--- src/rtl/core/sequenced_record_validator_unit_macros.svh ---
// ----------------------------------------------------------------------------
// sequenced record validator assertion macros
// concurrent check helpers, compiled out when ASSERT_OFF is set
// ----------------------------------------------------------------------------
`ifndef SEQUENCED_RECORD_VALIDATOR_UNIT_MACROS_SVH
`define SEQUENCED_RECORD_VALIDATOR_UNIT_MACROS_SVH

`ifndef ASSERT_OFF
// property holds at every edge out of reset
`define SRVU_ASSERT(label, clk, rst_n, prop, msg) \
	label: assert property (@(posedge clk) disable iff (!rst_n) (prop)) else $error(msg);
// antecedent at one edge implies consequent at the next
`define SRVU_ASSERT_NEXT(label, clk, rst_n, ante, cons, msg) \
	label: assert property (@(posedge clk) disable iff (!rst_n) (ante) |=> (cons)) \
		else $error(msg);
`else
`define SRVU_ASSERT(label, clk, rst_n, prop, msg)
`define SRVU_ASSERT_NEXT(label, clk, rst_n, ante, cons, msg)
`endif

`endif

--- src/rtl/core/srv_pkg.sv ---
`timescale 1ns / 1ps
`default_nettype none
// ----------------------------------------------------------------------------
// srv_pkg
// shared types, status codes, register indexes and check limits
// ----------------------------------------------------------------------------
package srv_pkg;

	localparam int SEQ_W       = 16;
	localparam int STATUS_W    = 4;
	localparam int COUNT_W     = 32;
	localparam int CFG_INDEX_W = 8;
	localparam int CFG_DATA_W  = 16;
	localparam int QUEUE_DEPTH = 4;

	// result status codes
	localparam logic [STATUS_W-1:0] ST_PUBLISHED   = 4'd0;
	localparam logic [STATUS_W-1:0] ST_DUPLICATE   = 4'd1;
	localparam logic [STATUS_W-1:0] ST_STALE       = 4'd2;
	localparam logic [STATUS_W-1:0] ST_LENGTH      = 4'd3;
	localparam logic [STATUS_W-1:0] ST_CONDITION   = 4'd4;
	localparam logic [STATUS_W-1:0] ST_TEMPERATURE = 4'd5;
	localparam logic [STATUS_W-1:0] ST_TIME        = 4'd6;
	localparam logic [STATUS_W-1:0] ST_LIFETIME    = 4'd7;
	localparam logic [STATUS_W-1:0] ST_FLAGS       = 4'd8;

	// register indexes
	localparam logic [CFG_INDEX_W-1:0] CFG_MAX_CONDITION = 8'd0;
	localparam logic [CFG_INDEX_W-1:0] CFG_TTL_MIN       = 8'd1;
	localparam logic [CFG_INDEX_W-1:0] CFG_TTL_MAX       = 8'd2;
	localparam logic [CFG_INDEX_W-1:0] CFG_FLAG_MASK     = 8'd3;

	// register reset values
	localparam logic [7:0]  MAX_CONDITION_RST = 8'd4;
	localparam logic [15:0] TTL_MIN_RST       = 16'd1;
	localparam logic [15:0] TTL_MAX_RST       = 16'd1440;
	localparam logic [7:0]  FLAG_MASK_RST     = 8'd3;

	// fixed field limits
	localparam logic [7:0]         LEN_REQUIRED = 8'd10;
	localparam logic signed [15:0] TEMP_MIN     = -16'sd500;
	localparam logic signed [15:0] TEMP_MAX     = 16'sd600;
	localparam logic [31:0]        TIME_MIN     = 32'd1577836800;
	localparam logic [31:0]        TIME_MAX     = 32'd2145916800;
	localparam logic [SEQ_W-1:0]   SEQ_HALF     = 16'h8000;

	localparam logic [COUNT_W-1:0] COUNT_MAX = {COUNT_W{1'b1}};

	// classified item between front and back
	typedef struct packed {
		logic [SEQ_W-1:0]    seq;
		logic [STATUS_W-1:0] status;
	} srv_item_t;

	// queue status seen by both sides
	typedef struct packed {
		logic full;
		logic empty;
	} srv_qstat_t;

endpackage
`default_nettype wire

--- src/rtl/core/srv_if.sv ---
`timescale 1ns / 1ps
`default_nettype none
// ----------------------------------------------------------------------------
// srv channel interfaces
// record input, result output and register write channels
// ----------------------------------------------------------------------------
interface srv_rec_if;
	logic               valid;
	logic               ready;
	logic [15:0]        sequence_req;
	logic [7:0]         length;
	logic [7:0]         condition;
	logic signed [15:0] temperature;
	logic [31:0]        observed_time;
	logic [15:0]        lifetime;
	logic [7:0]         flags;
	logic [31:0]        arrival_ticks;

	modport source (
		output valid, sequence_req, length, condition, temperature,
		       observed_time, lifetime, flags, arrival_ticks,
		input  ready
	);
	modport sink (
		input  valid, sequence_req, length, condition, temperature,
		       observed_time, lifetime, flags, arrival_ticks,
		output ready
	);
endinterface

interface srv_res_if;
	logic        valid;
	logic        ready;
	logic [3:0]  status;
	logic [31:0] generation;
	logic [15:0] current_sequence;
	logic        has_record;
	logic [31:0] published_count;
	logic [31:0] duplicate_count;
	logic [31:0] stale_count;
	logic [31:0] rejected_count;

	modport source (
		output valid, status, generation, current_sequence, has_record,
		       published_count, duplicate_count, stale_count, rejected_count,
		input  ready
	);
	modport sink (
		input  valid, status, generation, current_sequence, has_record,
		       published_count, duplicate_count, stale_count, rejected_count,
		output ready
	);
endinterface

interface srv_cfg_if;
	logic        valid;
	logic        ready;
	logic [7:0]  index;
	logic [15:0] data;

	modport source (output valid, index, data, input ready);
	modport sink (input valid, index, data, output ready);
endinterface
`default_nettype wire

--- src/rtl/core/srv_front.sv ---
`timescale 1ns / 1ps
`default_nettype none
// ----------------------------------------------------------------------------
// srv_front
// holds the check registers, takes records and classifies their fields
// ----------------------------------------------------------------------------
module srv_front (
	input  wire logic               clk,
	input  wire logic               arst_n,
	srv_rec_if.sink                 rec,
	srv_cfg_if.sink                 cfg,
	input  wire srv_pkg::srv_qstat_t qstat,
	output logic                    push,
	output srv_pkg::srv_item_t      push_item
);

	logic [7:0]  max_condition_q;
	logic [15:0] ttl_min_q;
	logic [15:0] ttl_max_q;
	logic [7:0]  flag_mask_q;
	logic [srv_pkg::STATUS_W-1:0] code;

	assign cfg.ready = 1'b1;

	always_ff @(posedge clk or negedge arst_n) begin
		if (!arst_n) begin
			max_condition_q <= srv_pkg::MAX_CONDITION_RST;
			ttl_min_q       <= srv_pkg::TTL_MIN_RST;
			ttl_max_q       <= srv_pkg::TTL_MAX_RST;
			flag_mask_q     <= srv_pkg::FLAG_MASK_RST;
		end else if (cfg.valid) begin
			unique case (cfg.index)
				srv_pkg::CFG_MAX_CONDITION: max_condition_q <= cfg.data[7:0];
				srv_pkg::CFG_TTL_MIN:       ttl_min_q       <= cfg.data;
				srv_pkg::CFG_TTL_MAX:       ttl_max_q       <= cfg.data;
				srv_pkg::CFG_FLAG_MASK:     flag_mask_q     <= cfg.data[7:0];
				default: ;
			endcase
		end
	end

	// first failing check decides the code
	always_comb begin
		if (rec.length != srv_pkg::LEN_REQUIRED) begin
			code = srv_pkg::ST_LENGTH;
		end else if (rec.condition > max_condition_q) begin
			code = srv_pkg::ST_CONDITION;
		end else if (rec.temperature < srv_pkg::TEMP_MIN ||
		             rec.temperature > srv_pkg::TEMP_MAX) begin
			code = srv_pkg::ST_TEMPERATURE;
		end else if (rec.observed_time < srv_pkg::TIME_MIN ||
		             rec.observed_time > srv_pkg::TIME_MAX) begin
			code = srv_pkg::ST_TIME;
		end else if (rec.lifetime < ttl_min_q || rec.lifetime > ttl_max_q) begin
			code = srv_pkg::ST_LIFETIME;
		end else if ((rec.flags & ~flag_mask_q) != 8'd0 || rec.flags == flag_mask_q) begin
			code = srv_pkg::ST_FLAGS;
		end else begin
			code = srv_pkg::ST_PUBLISHED;
		end
	end

	// arrival_ticks does not take part in any check
	assign rec.ready        = !qstat.full;
	assign push             = rec.valid && !qstat.full;
	assign push_item.seq    = rec.sequence_req;
	assign push_item.status = code;

endmodule
`default_nettype wire

--- src/rtl/core/srv_queue.sv ---
`timescale 1ns / 1ps
`default_nettype none
// ----------------------------------------------------------------------------
// srv_queue
// short first-in first-out queue of classified items
// ----------------------------------------------------------------------------
module srv_queue #(
	parameter int DEPTH = srv_pkg::QUEUE_DEPTH
) (
	input  wire logic                       clk,
	input  wire logic                       arst_n,
	input  wire logic                       push,
	input  wire srv_pkg::srv_item_t         push_item,
	input  wire logic                       pop,
	output srv_pkg::srv_item_t              pop_item,
	output srv_pkg::srv_qstat_t             qstat,
	output logic [$clog2(DEPTH+1)-1:0]      count
);

	localparam int PTR_W = $clog2(DEPTH);
	localparam int CNT_W = $clog2(DEPTH + 1);

	srv_pkg::srv_item_t mem_q [DEPTH];
	logic [PTR_W-1:0] wr_ptr_q;
	logic [PTR_W-1:0] rd_ptr_q;
	logic [CNT_W-1:0] count_q;

	always_ff @(posedge clk) begin
		if (push) begin
			mem_q[wr_ptr_q] <= push_item;
		end
	end

	always_ff @(posedge clk or negedge arst_n) begin
		if (!arst_n) begin
			wr_ptr_q <= '0;
			rd_ptr_q <= '0;
			count_q  <= '0;
		end else begin
			if (push) begin
				wr_ptr_q <= (wr_ptr_q == PTR_W'(DEPTH - 1)) ? '0 : wr_ptr_q + 1'b1;
			end
			if (pop) begin
				rd_ptr_q <= (rd_ptr_q == PTR_W'(DEPTH - 1)) ? '0 : rd_ptr_q + 1'b1;
			end
			if (push && !pop) begin
				count_q <= count_q + 1'b1;
			end else if (pop && !push) begin
				count_q <= count_q - 1'b1;
			end
		end
	end

	assign pop_item    = mem_q[rd_ptr_q];
	assign qstat.full  = (count_q == CNT_W'(DEPTH));
	assign qstat.empty = (count_q == '0);
	assign count       = count_q;

endmodule
`default_nettype wire

--- src/rtl/core/srv_back.sv ---
`timescale 1ns / 1ps
`default_nettype none
// ----------------------------------------------------------------------------
// srv_back
// sequence ordering, publication state, event counters and result register
// ----------------------------------------------------------------------------
module srv_back (
	input  wire logic                clk,
	input  wire logic                arst_n,
	input  wire srv_pkg::srv_qstat_t qstat,
	input  wire srv_pkg::srv_item_t  item,
	output logic                     pop,
	srv_res_if.source                res
);

	logic                          out_valid_q;
	logic [srv_pkg::STATUS_W-1:0]  status_q;
	logic                          has_record_q;
	logic [srv_pkg::SEQ_W-1:0]     last_seq_q;
	logic [srv_pkg::COUNT_W-1:0]   generation_q;
	logic [srv_pkg::COUNT_W-1:0]   published_q;
	logic [srv_pkg::COUNT_W-1:0]   duplicate_q;
	logic [srv_pkg::COUNT_W-1:0]   stale_q;
	logic [srv_pkg::COUNT_W-1:0]   rejected_q;

	logic [srv_pkg::SEQ_W-1:0]     seq_gap;
	logic [srv_pkg::STATUS_W-1:0]  status_next;

	// serial distance from the last published sequence
	assign seq_gap = item.seq - last_seq_q;

	always_comb begin
		if (item.status != srv_pkg::ST_PUBLISHED) begin
			status_next = item.status;
		end else if (has_record_q && item.seq == last_seq_q) begin
			status_next = srv_pkg::ST_DUPLICATE;
		end else if (has_record_q && seq_gap >= srv_pkg::SEQ_HALF) begin
			status_next = srv_pkg::ST_STALE;
		end else begin
			status_next = srv_pkg::ST_PUBLISHED;
		end
	end

	// state only moves when the shown result leaves, so it matches the result
	assign pop = !qstat.empty && (!out_valid_q || res.ready);

	always_ff @(posedge clk) begin
		if (pop) begin
			status_q <= status_next;
		end
	end

	always_ff @(posedge clk or negedge arst_n) begin
		if (!arst_n) begin
			out_valid_q  <= 1'b0;
			has_record_q <= 1'b0;
			last_seq_q   <= '0;
			generation_q <= '0;
			published_q  <= '0;
			duplicate_q  <= '0;
			stale_q      <= '0;
			rejected_q   <= '0;
		end else if (pop) begin
			out_valid_q <= 1'b1;
			if (status_next == srv_pkg::ST_PUBLISHED) begin
				has_record_q <= 1'b1;
				last_seq_q   <= item.seq;
				generation_q <= generation_q + 1'b1;
				if (published_q != srv_pkg::COUNT_MAX) begin
					published_q <= published_q + 1'b1;
				end
			end else if (status_next == srv_pkg::ST_DUPLICATE) begin
				if (duplicate_q != srv_pkg::COUNT_MAX) begin
					duplicate_q <= duplicate_q + 1'b1;
				end
			end else if (status_next == srv_pkg::ST_STALE) begin
				if (stale_q != srv_pkg::COUNT_MAX) begin
					stale_q <= stale_q + 1'b1;
				end
			end else begin
				if (rejected_q != srv_pkg::COUNT_MAX) begin
					rejected_q <= rejected_q + 1'b1;
				end
			end
		end else if (res.ready) begin
			out_valid_q <= 1'b0;
		end
	end

	assign res.valid            = out_valid_q;
	assign res.status           = status_q;
	assign res.generation       = generation_q;
	assign res.current_sequence = last_seq_q;
	assign res.has_record       = has_record_q;
	assign res.published_count  = published_q;
	assign res.duplicate_count  = duplicate_q;
	assign res.stale_count      = stale_q;
	assign res.rejected_count   = rejected_q;

endmodule
`default_nettype wire

--- src/rtl/core/sequenced_record_validator_unit.sv ---
`timescale 1ns / 1ps
`default_nettype none
// ----------------------------------------------------------------------------
// sequenced_record_validator_unit
// Checks fixed-format records and publishes the good ones by sequence number.
//
// rec: one record per item (valid/ready). cfg: register writes, always ready,
//   index 0 max_condition, 1 ttl_min_minutes, 2 ttl_max_minutes, 3 flag_mask;
//   other indexes are ignored. Write only while no item is in flight.
// res: one result per record, in order, with the status and the counters
//   after that record.
// Throughput is one item per cycle while res is ready: the front classifies a record in the cycle
// it is taken, and the back resolves duplicate/stale and updates the counters
// as it pops each item. A taken item is written into the queue, then popped into the back's result register.
// A queue of QUEUE_DEPTH items sits between the two halves; when res stalls
// the back holds its result and the queue fills, then rec.ready drops.
// Reset clears the publication state, all counters and the queue, and loads
// the register defaults. arrival_ticks is carried but unused.
// ----------------------------------------------------------------------------
`include "sequenced_record_validator_unit_macros.svh"

module sequenced_record_validator_unit #(
	parameter int QUEUE_DEPTH = srv_pkg::QUEUE_DEPTH
) (
	input  wire logic clk,
	input  wire logic arst_n,
	srv_rec_if.sink   rec,
	srv_res_if.source res,
	srv_cfg_if.sink   cfg
);

	localparam int CNT_W = $clog2(QUEUE_DEPTH + 1);

	logic                 push;
	logic                 pop;
	srv_pkg::srv_item_t   push_item;
	srv_pkg::srv_item_t   pop_item;
	srv_pkg::srv_qstat_t  qstat;
	logic [CNT_W-1:0]     q_count;

	srv_front u_front (
		.clk       (clk),
		.arst_n    (arst_n),
		.rec       (rec),
		.cfg       (cfg),
		.qstat     (qstat),
		.push      (push),
		.push_item (push_item)
	);

	srv_queue #(
		.DEPTH (QUEUE_DEPTH)
	) u_queue (
		.clk       (clk),
		.arst_n    (arst_n),
		.push      (push),
		.push_item (push_item),
		.pop       (pop),
		.pop_item  (pop_item),
		.qstat     (qstat),
		.count     (q_count)
	);

	srv_back u_back (
		.clk    (clk),
		.arst_n (arst_n),
		.qstat  (qstat),
		.item   (pop_item),
		.pop    (pop),
		.res    (res)
	);

	`SRVU_ASSERT_NEXT(a_queue_fill, clk, arst_n, push && !pop, q_count == $past(q_count) + 1'b1, "queue count did not follow a lone push")
	`SRVU_ASSERT(a_no_record_clean, clk, arst_n, !res.has_record |-> (res.generation == '0 && res.published_count == '0), "state moved without a publication")
	`SRVU_ASSERT(a_publish_sets, clk, arst_n, (res.valid && res.status == srv_pkg::ST_PUBLISHED) |-> res.has_record, "published result without a record")
	`SRVU_ASSERT(a_dup_counted, clk, arst_n, (res.valid && res.status == srv_pkg::ST_DUPLICATE) |-> (res.duplicate_count != '0), "duplicate result not counted")

endmodule
`default_nettype wire

--- src/flat_wrapper.sv ---
// flat-port wrapper written by rule: the top's interface ports become plain ports
module sequenced_record_validator_unit_flat 
#(
	parameter int QUEUE_DEPTH = srv_pkg::QUEUE_DEPTH
)
  (clk, arst_n, rec_valid, rec_sequence_req, rec_length, rec_condition, rec_temperature, rec_observed_time, rec_lifetime, rec_flags, rec_arrival_ticks, rec_ready, res_valid, res_status, res_generation, res_current_sequence, res_has_record, res_published_count, res_duplicate_count, res_stale_count, res_rejected_count, res_ready, cfg_valid, cfg_index, cfg_data, cfg_ready);
  srv_rec_if rec_i ();
  srv_res_if res_i ();
  srv_cfg_if cfg_i ();
  input  wire logic clk;
  input  wire logic arst_n;
  input wire logic [$bits(rec_i.valid)-1:0] rec_valid;
  input wire logic [$bits(rec_i.sequence_req)-1:0] rec_sequence_req;
  input wire logic [$bits(rec_i.length)-1:0] rec_length;
  input wire logic [$bits(rec_i.condition)-1:0] rec_condition;
  input wire logic [$bits(rec_i.temperature)-1:0] rec_temperature;
  input wire logic [$bits(rec_i.observed_time)-1:0] rec_observed_time;
  input wire logic [$bits(rec_i.lifetime)-1:0] rec_lifetime;
  input wire logic [$bits(rec_i.flags)-1:0] rec_flags;
  input wire logic [$bits(rec_i.arrival_ticks)-1:0] rec_arrival_ticks;
  output wire logic [$bits(rec_i.ready)-1:0] rec_ready;
  output wire logic [$bits(res_i.valid)-1:0] res_valid;
  output wire logic [$bits(res_i.status)-1:0] res_status;
  output wire logic [$bits(res_i.generation)-1:0] res_generation;
  output wire logic [$bits(res_i.current_sequence)-1:0] res_current_sequence;
  output wire logic [$bits(res_i.has_record)-1:0] res_has_record;
  output wire logic [$bits(res_i.published_count)-1:0] res_published_count;
  output wire logic [$bits(res_i.duplicate_count)-1:0] res_duplicate_count;
  output wire logic [$bits(res_i.stale_count)-1:0] res_stale_count;
  output wire logic [$bits(res_i.rejected_count)-1:0] res_rejected_count;
  input wire logic [$bits(res_i.ready)-1:0] res_ready;
  input wire logic [$bits(cfg_i.valid)-1:0] cfg_valid;
  input wire logic [$bits(cfg_i.index)-1:0] cfg_index;
  input wire logic [$bits(cfg_i.data)-1:0] cfg_data;
  output wire logic [$bits(cfg_i.ready)-1:0] cfg_ready;
  assign rec_i.valid = rec_valid;
  assign rec_i.sequence_req = rec_sequence_req;
  assign rec_i.length = rec_length;
  assign rec_i.condition = rec_condition;
  assign rec_i.temperature = rec_temperature;
  assign rec_i.observed_time = rec_observed_time;
  assign rec_i.lifetime = rec_lifetime;
  assign rec_i.flags = rec_flags;
  assign rec_i.arrival_ticks = rec_arrival_ticks;
  assign rec_ready = rec_i.ready;
  assign res_valid = res_i.valid;
  assign res_status = res_i.status;
  assign res_generation = res_i.generation;
  assign res_current_sequence = res_i.current_sequence;
  assign res_has_record = res_i.has_record;
  assign res_published_count = res_i.published_count;
  assign res_duplicate_count = res_i.duplicate_count;
  assign res_stale_count = res_i.stale_count;
  assign res_rejected_count = res_i.rejected_count;
  assign res_i.ready = res_ready;
  assign cfg_i.valid = cfg_valid;
  assign cfg_i.index = cfg_index;
  assign cfg_i.data = cfg_data;
  assign cfg_ready = cfg_i.ready;
  sequenced_record_validator_unit #(.QUEUE_DEPTH(QUEUE_DEPTH)) u_core (.clk(clk), .arst_n(arst_n), .rec(rec_i), .res(res_i), .cfg(cfg_i));
endmodule
--- config.mk ---
export PLATFORM = sky130hd
export DESIGN_NAME = sequenced_record_validator_unit_flat
export DESIGN_NICKNAME = d
export VERILOG_FILES = /design/src/rtl/core/srv_pkg.sv /design/src/rtl/core/srv_if.sv /design/src/rtl/core/srv_front.sv /design/src/rtl/core/srv_queue.sv /design/src/rtl/core/srv_back.sv /design/src/rtl/core/sequenced_record_validator_unit.sv /design/src/flat_wrapper.sv
export VERILOG_INCLUDE_DIRS = /design/src /design/src/rtl/core
export SDC_FILE = /design/constraint.sdc
export NUM_CORES = 1
export LEC_CHECK = 0
export ABC_AREA = 1
export BUFFER_PORTS_ARGS = -buffer_cell sky130_fd_sc_hd__buf_4
export CAP_MARGIN = 20
export CORE_ASPECT_RATIO = 0.9
export CORE_UTILIZATION = 57
export CTS_BUF_LIST = sky130_fd_sc_hd__clkbuf_16
export DETAILED_ROUTE_END_ITERATION = 10
export PLACE_DENSITY = 0.87
export SLEW_MARGIN = 10
export SYNTH_ARGS = -nofsm -noshare
export SYNTH_HDL_FRONTEND = slang
export SYNTH_HIERARCHICAL = 1
export SYNTH_SLANG_ARGS = --single-unit
--- constraint.sdc ---
create_clock -name clk -period 2.8 [get_ports clk]
set_clock_uncertainty 0.05 [all_clocks]
set_input_delay 0.28 -clock clk [delete_from_list [all_inputs] [get_ports clk]]
set_output_delay 0.28 -clock clk [all_outputs]
set_load 0.05 [all_outputs]
==> run summary, run 1 <==
Share of cells above drive strength 1 -> 21.58%
Wirelength per Cell -> 17.39 um
Crit path to -> u_core/u_back/res.published_count[26]
Seq/Total Area, Yosys -> 43.56%
Net Count, Synth -> 2,670
FF-to-FF Start -> u_core/u_queue/rd_ptr_q[0]
Most frequent cells in the layout -> nand2_1 (759), buf_4 (349), inv_1 (306)
Class of the worst hold path -> primary input to register
Die span in y -> 176.1 um
Crit end category -> register
Max Cap Viol -> 0
Setup crit start kind -> register
Largest net degree at the start of global routing -> 84
Rows -> 63
# IOs -> 349
M1 GR Usage -> 40.59%
Most common cell after layout, fill and taps aside -> nand2_1
Flop pwr share -> 32.8%
DR iter-0 viols -> 1,656
Arr. time, crit path -> 3.35 ns
Insertion delay to the later sink of the worst-skew pair -> 0.52 ns
Core Util, Final -> 74.00%
GP Congestion -> 0.9711
Area leader, netlist -> dfrtp_1
Fin nets -> 3,035
Top_reg_cell synth -> dfrtp_1
Synthesis-to-layout area growth -> 27.29%
Post-synth EDFFs -> 84
Die Wd -> 195.5 um
Synth top area share -> 29.32%
Fmax -> 0.3401 GHz
Post-Syn Instances -> 2,431
Detailed Routing Iterations Pass 1 -> 6
Finish-stage setup viols -> 143
Pre-CTS WS -> -0.2324 ns
Global-route wire length before repair -> 86,890 um
Remaining antenna violation count -> 0
Total grt overflow -> 0
Netlist cell types -> 54
Number of synthesized register bits -> 317
Final slew viol count -> 0
Final Hold Fails -> 0
Reg2Reg Setup Slack -> -0.14 ns
Setup Crit Path Kind -> register to register
Final period util -> 105.0%
NetSw -> 6.748 mW
Rel. slew slack -> 50.16%
Antenna violations before repair -> 2
RSZ-0062 raised after global routing -> true
Clock Tree Buf Depth -> 3
DIE AREA -> 34,430 sq um
Violated checks -> negative setup slack
Initial Utilization -> 58.14%
Int Pwr -> 10.89 mW
PD cells -> 721.7 nW/um^2
Synth top area cells -> dfrtp_1 (29%), nand2_1 (16%), edfxtp_1 (13%)
TritonCTS Buffers -> 36
Synthesized area -> 19,200 sq um
CTS tree -> done
Maximum VDD drop -> 515.1 uV
Vias in the first global route -> 17.41k
LEAKAGE -> 11.75 nW
Via/cell ratio -> 5.620
Port bufs -> 315
Crit Path Max Fanout -> 15
Finished Layout Cells -> 3,246
FFs w/ async S/R, synth -> 73.50%
M3 GR Usage -> 6.667%
Crit path from -> u_core/u_queue/rd_ptr_q[0]
RR Endpoint -> u_core/u_back/res.published_count[26]
Worst slew pin tran -> 0.7450 ns
Logic pwr share -> 38.5%
Cells after DPL -> 3,125
CTS Sinks -> 317
Yosys warns -> 6
Sw frac -> 38.26%
Setup ws final -> -0.1402 ns
Via count -> 18.24k
Clock slew at reported path FFs -> 0.06 ns
Clock Power Share -> 28.8%
Worst r2r path cells -> 17
Core area -> 33,030 sq um
Placed wire-length estimate -> 38,010 um
M2 GR Usage -> 51.53%
Root Driver -> clkbuf_16
Total negative slack -> -10.18 ns
Residual DRC -> 0
Syn Area/Cell -> 7.898 sq um
Total Wirelength -> 56,460 um
Busiest layer in global routing -> met2
Critical path required time -> 3.21 ns
H-tree depth -> 2
Min Clock Period, post-route -> 2.940 ns
Status -> finished with violations
Total GRT Usage -> 31.18%
==> metal layers <==
layer	share of wire, %	wire length (um)	vias to the layer above
li1	-	-	8567
met1	40	22710	8616
met2	47	26470	906
met3	9.4	5308	154
met4	3.5	1964	0
met5	0	0	-
==> power groups by stage <==
stage / logic [mW] / registers, mW / clock network [mW]
6_report: 6.78 / 5.78 / 5.08
5_1_grt: 7.27 / 5.84 / 5.32
4_1_cts: 5.71 / 5.75 / 5.14
3_5_place_dp: 5.45 / 5.83 / 0
3_3_place_gp: 5.20 / 5.79 / 0
2_1_floorplan: 3.00 / 6.53 / 0
==> registers in the layout, summed over array words and instances, names as in the netlist <==
signal                              count
u_core/u_back/res.stale_count          32
u_core/u_queue/mem_q                   80
u_core/u_back/res.has_record            1
u_core/u_back/res.rejected_count       32
u_core/u_front/ttl_min_q               16
u_core/u_front/max_condition_q          8
u_core/u_front/flag_mask_q              8
u_core/u_queue/count                    3
u_core/u_back/res.status                4
u_core/u_back/res.generation           32
u_core/u_queue/wr_ptr_q                 2
u_core/u_queue/rd_ptr_q                 2
u_core/u_back/res.valid                 1
u_core/u_back/res.published_count      32
u_core/u_front/ttl_max_q               16
u_core/u_back/res.current_sequence     16
u_core/u_back/res.duplicate_count      32
==> logic make-up after synthesis <==
logic type / share of synthesized area, %
fa+ha+maj: 4.861
other cells: 0.01953
simple gates: 29.52
compound gates: 6.132
flops: 43.56
buf+inv: 9.345
xor+xnor: 6.568
==> worst max-delay path, stage by stage (launching register included) <==
cell       delay, ns
dfrtp_2         0.40
buf_12          0.17
clkinv_16       0.08
buf_12          0.13
buf_8           0.12
o211ai_1        0.15
nand2_1         0.15
ha_4            0.30
nand4_1         0.11
nor2_2          0.17
and2_4          0.17
nor2_2          0.05
nand3_4         0.11
nand3_4         0.11
nor2_4          0.26
clkbuf_16       0.22
nand2_1         0.07
nand2_1         0.06
==> stage by stage <==
step | total power [mW] | hold slack, ns | cell area, sq um
after global routing | 18.42 | 0.01860 | 24440
after CTS | 16.59 | 0.001770 | 23600
final | 17.64 | 0.01919 | 24440
after floorplan | 9.536 | -0.06559 | 19200
after global placement | 10.99 | 0.2793 | 21980
after detailed placement | 11.27 | 0.2800 | 21980
==> cell usage after synthesis, types with 54 or more instances <==
master and instances:
dfrtp_1 225, edfxtp_1 84, ha_1 73, inv_1 299, nand2_1 814, nand3_1 78
nand4_1 103, nor2_1 183, nor3_1 78, o21ai_1 62, xnor2_1 54, xor2_1 90
==> what timing repair did <==
| item | in CTS | in global routing |
|---|---|---|
| hold buffers | 24 | 0 |
| cloned | 2 | 14 |
| pin swaps | 4 | 24 |
| buffers inserted | 5 | 10 |
| hold endpoints to repair | 153 | 0 |
| endpoints found under the setup margin | 177 | 178 |
| resized for setup | 12 | 126 |
==> how the worst min path moves through the flow <==
| stage | slack (ns) | startpoint | depth (start not counted) | endpoint |
|---|---|---|---|---|
| CTS | 0.002 | cfg_data[14] | 3 | u_core/u_front/ttl_max_q[14] |
| global route | 0.02 | res_ready | 4 | u_core/u_back/res.valid |
| detailed placement | 0.28 | arst_n | 1 | u_core/u_back/res.generation[18] |
| finish | 0.02 | cfg_data[14] | 3 | u_core/u_front/ttl_min_q[14] |
| floorplan | -0.07 | arst_n | 0 | u_core/u_back/res.current_sequence[0] |
| global placement | 0.28 | arst_n | 1 | u_core/u_back/res.generation[18] |
==> area by class of cell <==
| cell class | instances | area (sq um) |
|---|---|---|
| antenna | 2 | 5.005 |
| clock buffer | 39 | 975.9 |
| clock inverter | 25 | 286.5 |
| fill | 2375 | 8587 |
| inverter | 307 | 1181 |
| multi-input combinational | 1725 | 9552 |
| sequential | 317 | 8364 |
| tap | 422 | 528.0 |
| timing repair buffer | 406 | 3512 |
| timing repair inverter | 3 | 36.28 |
Note: power is estimated with default switching activity, not from simulation.
==> run 2: changes to the inputs <==
SETUP_SLACK_MARGIN = 0.5   (was default)
==> run 2 against run 1 <==
  * The flow still finishes with violations (negative setup slack)
  * Final cell count grew 0.15%
  * Setup slack worse by 0.11 ns
  * Die area is the same
  * Sequential share of layout area rose by 0.45 points
  * Global-route usage shrank 0.20 points
  * Core utilization decreased by 0.96 points
  * Combinational power rose by 1%
  * Critical endpoint is now u_core/u_back/res.current_sequence[0]
  * Largest power group unchanged
==> run summary, run 2 (synthesis gave the netlist of run 1 again) <==
Power Total -> 17.28 mW
Crit end category -> register
Max stage delay cell, worst path -> dfrtp_2
Setup Crit Path Kind -> register to register
Core area -> 33,030 sq um
Vias in the first global route -> 17.15k
Root Driver -> clkbuf_16
PD cells -> 716.4 nW/um^2
Final Hold Fails -> 0
Rel. slew slack -> 50.93%
Global-route wire length before repair -> 85,790 um
CP delay by family, top -> simple AND/OR/NAND/NOR gates
Most frequent cells in the layout -> nand2_1 (784), buf_4 (356), inv_1 (300)
Violated checks -> negative setup slack
CP Cell Sequence -> buf_12 -> inv_16 -> nand2_1 -> o211ai_1 -> nand2_2 -> ha_1 -> nand2_1 -> inv_1 -> nand3_1 -> nor2_1 -> nand2_1 -> nand2_1 -> nand2_1 -> nand3_2 -> buf_4 -> nand3_4 -> buf_12 -> clkbuf_16 -> nand2_1 -> o21ai_1
Storage cell area -> 8364 sq um
Total negative slack -> -23.64 ns
Detailed Routing Iterations Pass 1 -> 5
Multi-input gate area -> 9339 sq um
Fmax -> 0.3283 GHz
CTS Sinks -> 317
Status -> finished with violations
GP Congestion -> 0.9846
Port bufs -> 315
Reg2Reg Setup Slack -> -0.25 ns
Buf/Inv on CP -> 6
TritonCTS Buffers -> 35
Biggest register -> u_core/u_queue/mem_q
CTS tree -> done
Largest net degree at the start of global routing -> 76
Final slew viol count -> 0
Initial Utilization -> 58.14%
Via count -> 18.00k
Share of cells above drive strength 1 -> 20.52%
Max reg flops -> 80
Clock Tree Buf Depth -> 3
Setup ws final -> -0.2461 ns
Design area -> 24,120 sq um
Critical path depth -> 20
Die Wd -> 195.5 um
Maximum VDD drop -> 533.5 uV
Largest stage delay, worst path -> 0.44 ns
Crit path from -> u_core/u_queue/rd_ptr_q[0]
Max Cap Viol -> 0
Post-DP Area -> 22,000 sq um
RR Endpoint -> u_core/u_back/res.current_sequence[0]
Placed wire-length estimate -> 37,950 um
Fin nets -> 3,040
Rows -> 63
Worst r2r path cells -> 20
Arr. time, crit path -> 3.40 ns
DIE AREA -> 34,430 sq um
Worst slew pin tran -> 0.7334 ns
Total GRT Usage -> 30.98%
Pre-CTS WS -> -0.1883 ns
Clock slew at reported path FFs -> 0.06 ns
Insertion delay to the later sink of the worst-skew pair -> 0.52 ns
Crit-path most repeated cell -> nand2_1
Setup crit start kind -> register
Most common cell after layout, fill and taps aside -> nand2_1
Remaining antenna violation count -> 0
Min Clock Period, post-route -> 3.046 ns
Residual DRC -> 0
Wirelength per Cell -> 17.01 um
Antenna violations before repair -> 2
LEAKAGE -> 11.54 nW
Crit Path Max Fanout -> 25
# IOs -> 349
Class of the worst hold path -> primary input to register
H-tree depth -> 2
Final period util -> 108.8%
Via/cell ratio -> 5.538
Worst hold slack -> 0.04796 ns
Critical path required time -> 3.15 ns
Finish-stage setup viols -> 177
Total grt overflow -> 0
Synthesis-to-layout area growth -> 25.64%
Total Wirelength -> 55,300 um
Fill count -> 2,454
Die span in y -> 176.1 um
FF-to-FF Start -> u_core/u_queue/rd_ptr_q[0]
DR iter-0 viols -> 1,523
RSZ-0062 raised after global routing -> true
Crit path to -> u_core/u_back/res.current_sequence[0]
## run 2: cell count changes in the layout (fill, tap and decap cells not counted), moves of 3 or more
| cell | change |
|---|---|
| clkbuf_16 | -5 |
| bufinv_16 | -3 |
| o21ai_2 | -11 |
| clkinv_1 | +5 |
| nand2_4 | -18 |
| nand2_1 | +25 |
| o21ai_1 | +10 |
| buf_4 | +7 |
| buf_6 | +9 |
| inv_1 | -6 |
| nand2_2 | -9 |
| clkinvlp_4 | +3 |
## run 2: how the worst min path moves through the flow
| stage | cells after the start | to | start | slack (ns) |
|---|---|---|---|---|
| after floorplan | 0 | u_core/u_back/res.current_sequence[0] | arst_n | -0.07 |
| after global placement | 1 | u_core/u_back/res.generation[19] | arst_n | 0.23 |
| after detailed placement | 1 | u_core/u_back/res.generation[18] | arst_n | 0.25 |
| after CTS | 3 | u_core/u_front/ttl_max_q[5] | cfg_data[5] | 0.03 |
| after global routing | 3 | u_core/u_front/max_condition_q[6] | cfg_data[6] | 0.04 |
| final | 3 | u_core/u_front/ttl_max_q[5] | cfg_data[5] | 0.05 |
## run 2: routing by layer
metal / track usage [%] / vias to the layer above / share of wire (%) / routed length, um
met2: 50.58 / 783 / 46 / 25700
li1: - / 8564 / - / -
met4: 11.48 / 0 / 3.3 / 1850
met5: 0 / - / 0 / 0
met3: 6.705 / 146 / 8.9 / 4928
met1: 40.61 / 8510 / 41 / 22830
## run 2: through the flow
step | std cells | util, %
2_1_floorplan | 2431 | -
3_3_place_gp | 3130 | 66.63
3_5_place_dp | 3130 | 66.63
4_1_cts | 3240 | 72.24
5_1_grt | 3251 | 73.04
6_report | 3251 | 73.04
## run 2: area by class of cell
type / instances / area share (%)
multi-input cells: 1721 / 38.71
flip-flops and latches: 317 / 34.67
repair buffers: 418 / 14.71
inverters: 307 / 4.844
clock buffers: 37 / 3.838
well taps: 422 / 2.189
clock inverters: 26 / 0.9284
repair inverters: 1 / 0.08299
diodes: 2 / 0.02075
## run 2: timing repair
| item | in CTS | in global routing |
|---|---|---|
| cloned | 3 | 4 |
| hold buffers | 26 | 0 |
| endpoints found under the hold margin | 147 | 0 |
| pin swaps | 6 | 14 |
| setup buffers | 18 | 5 |
| resized for setup | 63 | 23 |
| endpoints found under the setup margin | 179 | 188 |
## run 2: worst register-to-register path: cells and delay by family, from the launching register on
family / cells / cell delay [ns]
simple gates: 11 / 1.09
buf+inv: 6 / 0.86
flops: 1 / 0.44
fa+ha+maj: 1 / 0.31
compound gates: 2 / 0.19
## run 2: power breakdown
group	internal (mW)	total [mW]	switching, mW
Combinational	2.48	6.85	4.37
Clock	2.76	4.66	1.90
Sequential	5.35	5.77	0.418
Total	10.6	17.3	6.69
==> run 3: changes to the inputs <==
RECOVER_POWER = 25   (was default)
==> run 3 against run 2 <==
  * The run ends with max-capacitance violations, max-slew violations, negative setup slack left
  * Wire length is essentially flat
  * Non-clock buffer count is the same
  * Clock power is essentially flat
  * Total power hardly changed
  * Combinational power about the same
  * Sequential cell count unchanged
  * Critical path depth unchanged
  * Critical path type unchanged
  * Largest power group unchanged
==> run summary, run 3 (synthesis gave the netlist of run 1 again) <==
Antenna violations before repair -> 2
RSZ-0062 raised after global routing -> true
Core area -> 33,030 sq um
DIE AREA -> 34,430 sq um
Violated checks -> max-capacitance violations, max-slew violations, negative setup slack
Post-DP Area -> 22,000 sq um
Detailed Routing Iterations Pass 1 -> 6
TritonCTS Buffers -> 35
Worst slew pin tran -> 2.001 ns
Root Driver -> clkbuf_16
Most common cell after layout, fill and taps aside -> nand2_1
Total GRT Usage -> 30.98%
Logic pwr share -> 39.6%
Finish-stage setup viols -> 177
Fin nets -> 3,040
Total grt overflow -> 0
Min Clock Period, post-route -> 3.041 ns
Biggest register -> u_core/u_queue/mem_q
CTS tree -> done
Total negative slack -> -23.60 ns
Share of cells above drive strength 1 -> 19.95%
Total Wirelength -> 55,290 um
Design area -> 24,040 sq um
LEAKAGE -> 11.47 nW
Wirelength per Cell -> 17.01 um
Remaining antenna violation count -> 0
Die span in y -> 176.1 um
Max Cap Viol -> 1
Power Total -> 17.28 mW
Setup ws final -> -0.2413 ns
Finished Layout Cells -> 3,251
Fmax -> 0.3288 GHz
Synthesis-to-layout area growth -> 25.21%
Global-route wire length before repair -> 85,790 um
CTS Sinks -> 317
NetSw -> 6.700 mW
Storage cell area -> 8364 sq um
Final slew viol count -> 75
Core Util, Final -> 72.79%
Rel. slew slack -> -33.41%
PD cells -> 718.7 nW/um^2
Status -> finished with violations
Via count -> 18.02k
Rows -> 63
Die Wd -> 195.5 um
Largest net degree at the start of global routing -> 76
Flop pwr share -> 33.4%
Arr. time, crit path -> 3.40 ns
# IOs -> 349
Insertion delay to the later sink of the worst-skew pair -> 0.52 ns
Critical path required time -> 3.15 ns
Final Hold Fails -> 0
Setup crit start kind -> register
Maximum VDD drop -> 530.0 uV
Clock Tree Buf Depth -> 3
Final period util -> 108.6%
Crit end category -> register
GP Congestion -> 0.9846
Max reg flops -> 80
Cells after DPL -> 3,130
DR iter-0 viols -> 1,519
Class of the worst hold path -> primary input to register
Vias in the first global route -> 17.15k
Clock slew at reported path FFs -> 0.06 ns
Placed wire-length estimate -> 37,950 um
Port bufs -> 315
Initial Utilization -> 58.14%
Crit Path Max Fanout -> 25
Residual DRC -> 0
Fill count -> 2,481
Int Pwr -> 10.58 mW
Multi-input gate area -> 9339 sq um
H-tree depth -> 2
Setup Crit Path Kind -> register to register
Clock Power Share -> 27.0%
Sw frac -> 38.77%
Via/cell ratio -> 5.544
Most frequent cells in the layout -> nand2_1 (784), buf_4 (341), inv_1 (300)
## run 3: changes by cell type in the layout (fill, tap and decap cells not counted)
cell	change
buf_4	-15
clkbuf_1	+16
clkbuf_2	+1
buf_12	-1
buf_8	-1
## run 3: worst max-delay path, stage by stage (launching register included)
cell	delay, ns
dfrtp_2	0.44
buf_12	0.15
inv_16	0.10
nand2_1	0.07
o211ai_1	0.13
nand2_2	0.15
ha_1	0.31
nand2_1	0.05
inv_1	0.10
nand3_1	0.13
nor2_1	0.14
nand2_1	0.10
nand2_1	0.08
nand2_1	0.06
nand3_2	0.09
buf_4	0.12
nand3_4	0.13
buf_12	0.19
clkbuf_16	0.18
nand2_1	0.07
o21ai_1	0.06
## run 3: stage by stage
stage	hold WS (ns)	worst slack [ns]
after CTS	0.03346	0.02074
final	0.04671	-0.2413
after global routing	0.04045	-0.4139
after global placement	0.2321	-0.1119
after detailed placement	0.2473	-0.1883
after floorplan	-0.06559	0.2691
## run 3: cell type report
| cell class | count | share of cell area, % |
|---|---|---|
| Clock inverter | 26 | 0.9316 |
| Timing Repair Buffer | 418 | 14.42 |
| Inverter | 307 | 4.861 |
| Antenna cell | 2 | 0.02082 |
| Multi-Input combinational cell | 1721 | 38.85 |
| Sequential cell | 317 | 34.79 |
| Tap cell | 422 | 2.196 |
| Timing Repair inverter | 1 | 0.08327 |
| Clock buffer | 37 | 3.851 |
## run 3: final timing paths
path,startpoint,endpoint,slack (ns),depth (start not counted)
worst min register to register,u_core/u_front/ttl_max_q[10],u_core/u_front/ttl_max_q[10],0.43,2
worst max-delay path,u_core/u_queue/rd_ptr_q[0],u_core/u_back/res.current_sequence[0],-0.24,20
worst max register to register,u_core/u_queue/rd_ptr_q[0],u_core/u_back/res.current_sequence[0],-0.24,20
min in group asynchronous,arst_n,u_core/u_back/res.generation[18],0.80,2
max in group asynchronous,arst_n,u_core/u_back/res.duplicate_count[16],0.28,3
worst min-delay path,cfg_data[5],u_core/u_front/ttl_max_q[5],0.05,3
## run 3: power by group through the flow
stage | Clock (mW) | Sequential, mW | Combinational, mW
finish | 4.67 | 5.77 | 6.84
global route | 4.91 | 5.83 | 7.31
CTS | 4.73 | 5.75 | 6.26
detailed placement | 0 | 5.82 | 5.43
global placement | 0 | 5.79 | 5.22
floorplan | 0 | 6.53 | 3.05
## run 3: repair_timing
| item | 4_1_cts | 5_1_grt |
|---|---|---|
| endpoints found under the setup margin | 179 | 188 |
| setup buffers | 18 | 5 |
| cloned | 3 | 4 |
| resized for setup | 63 | 23 |
| pin swaps | 6 | 14 |
| hold buffers | 26 | 0 |
| hold endpoints to repair | 147 | 0 |
## run 3: metal layers
metal	wire length [um]	track usage, %
met4	1764	11.48
met2	25810	50.58
met3	4998	6.705
met5	0	0
met1	22720	40.61
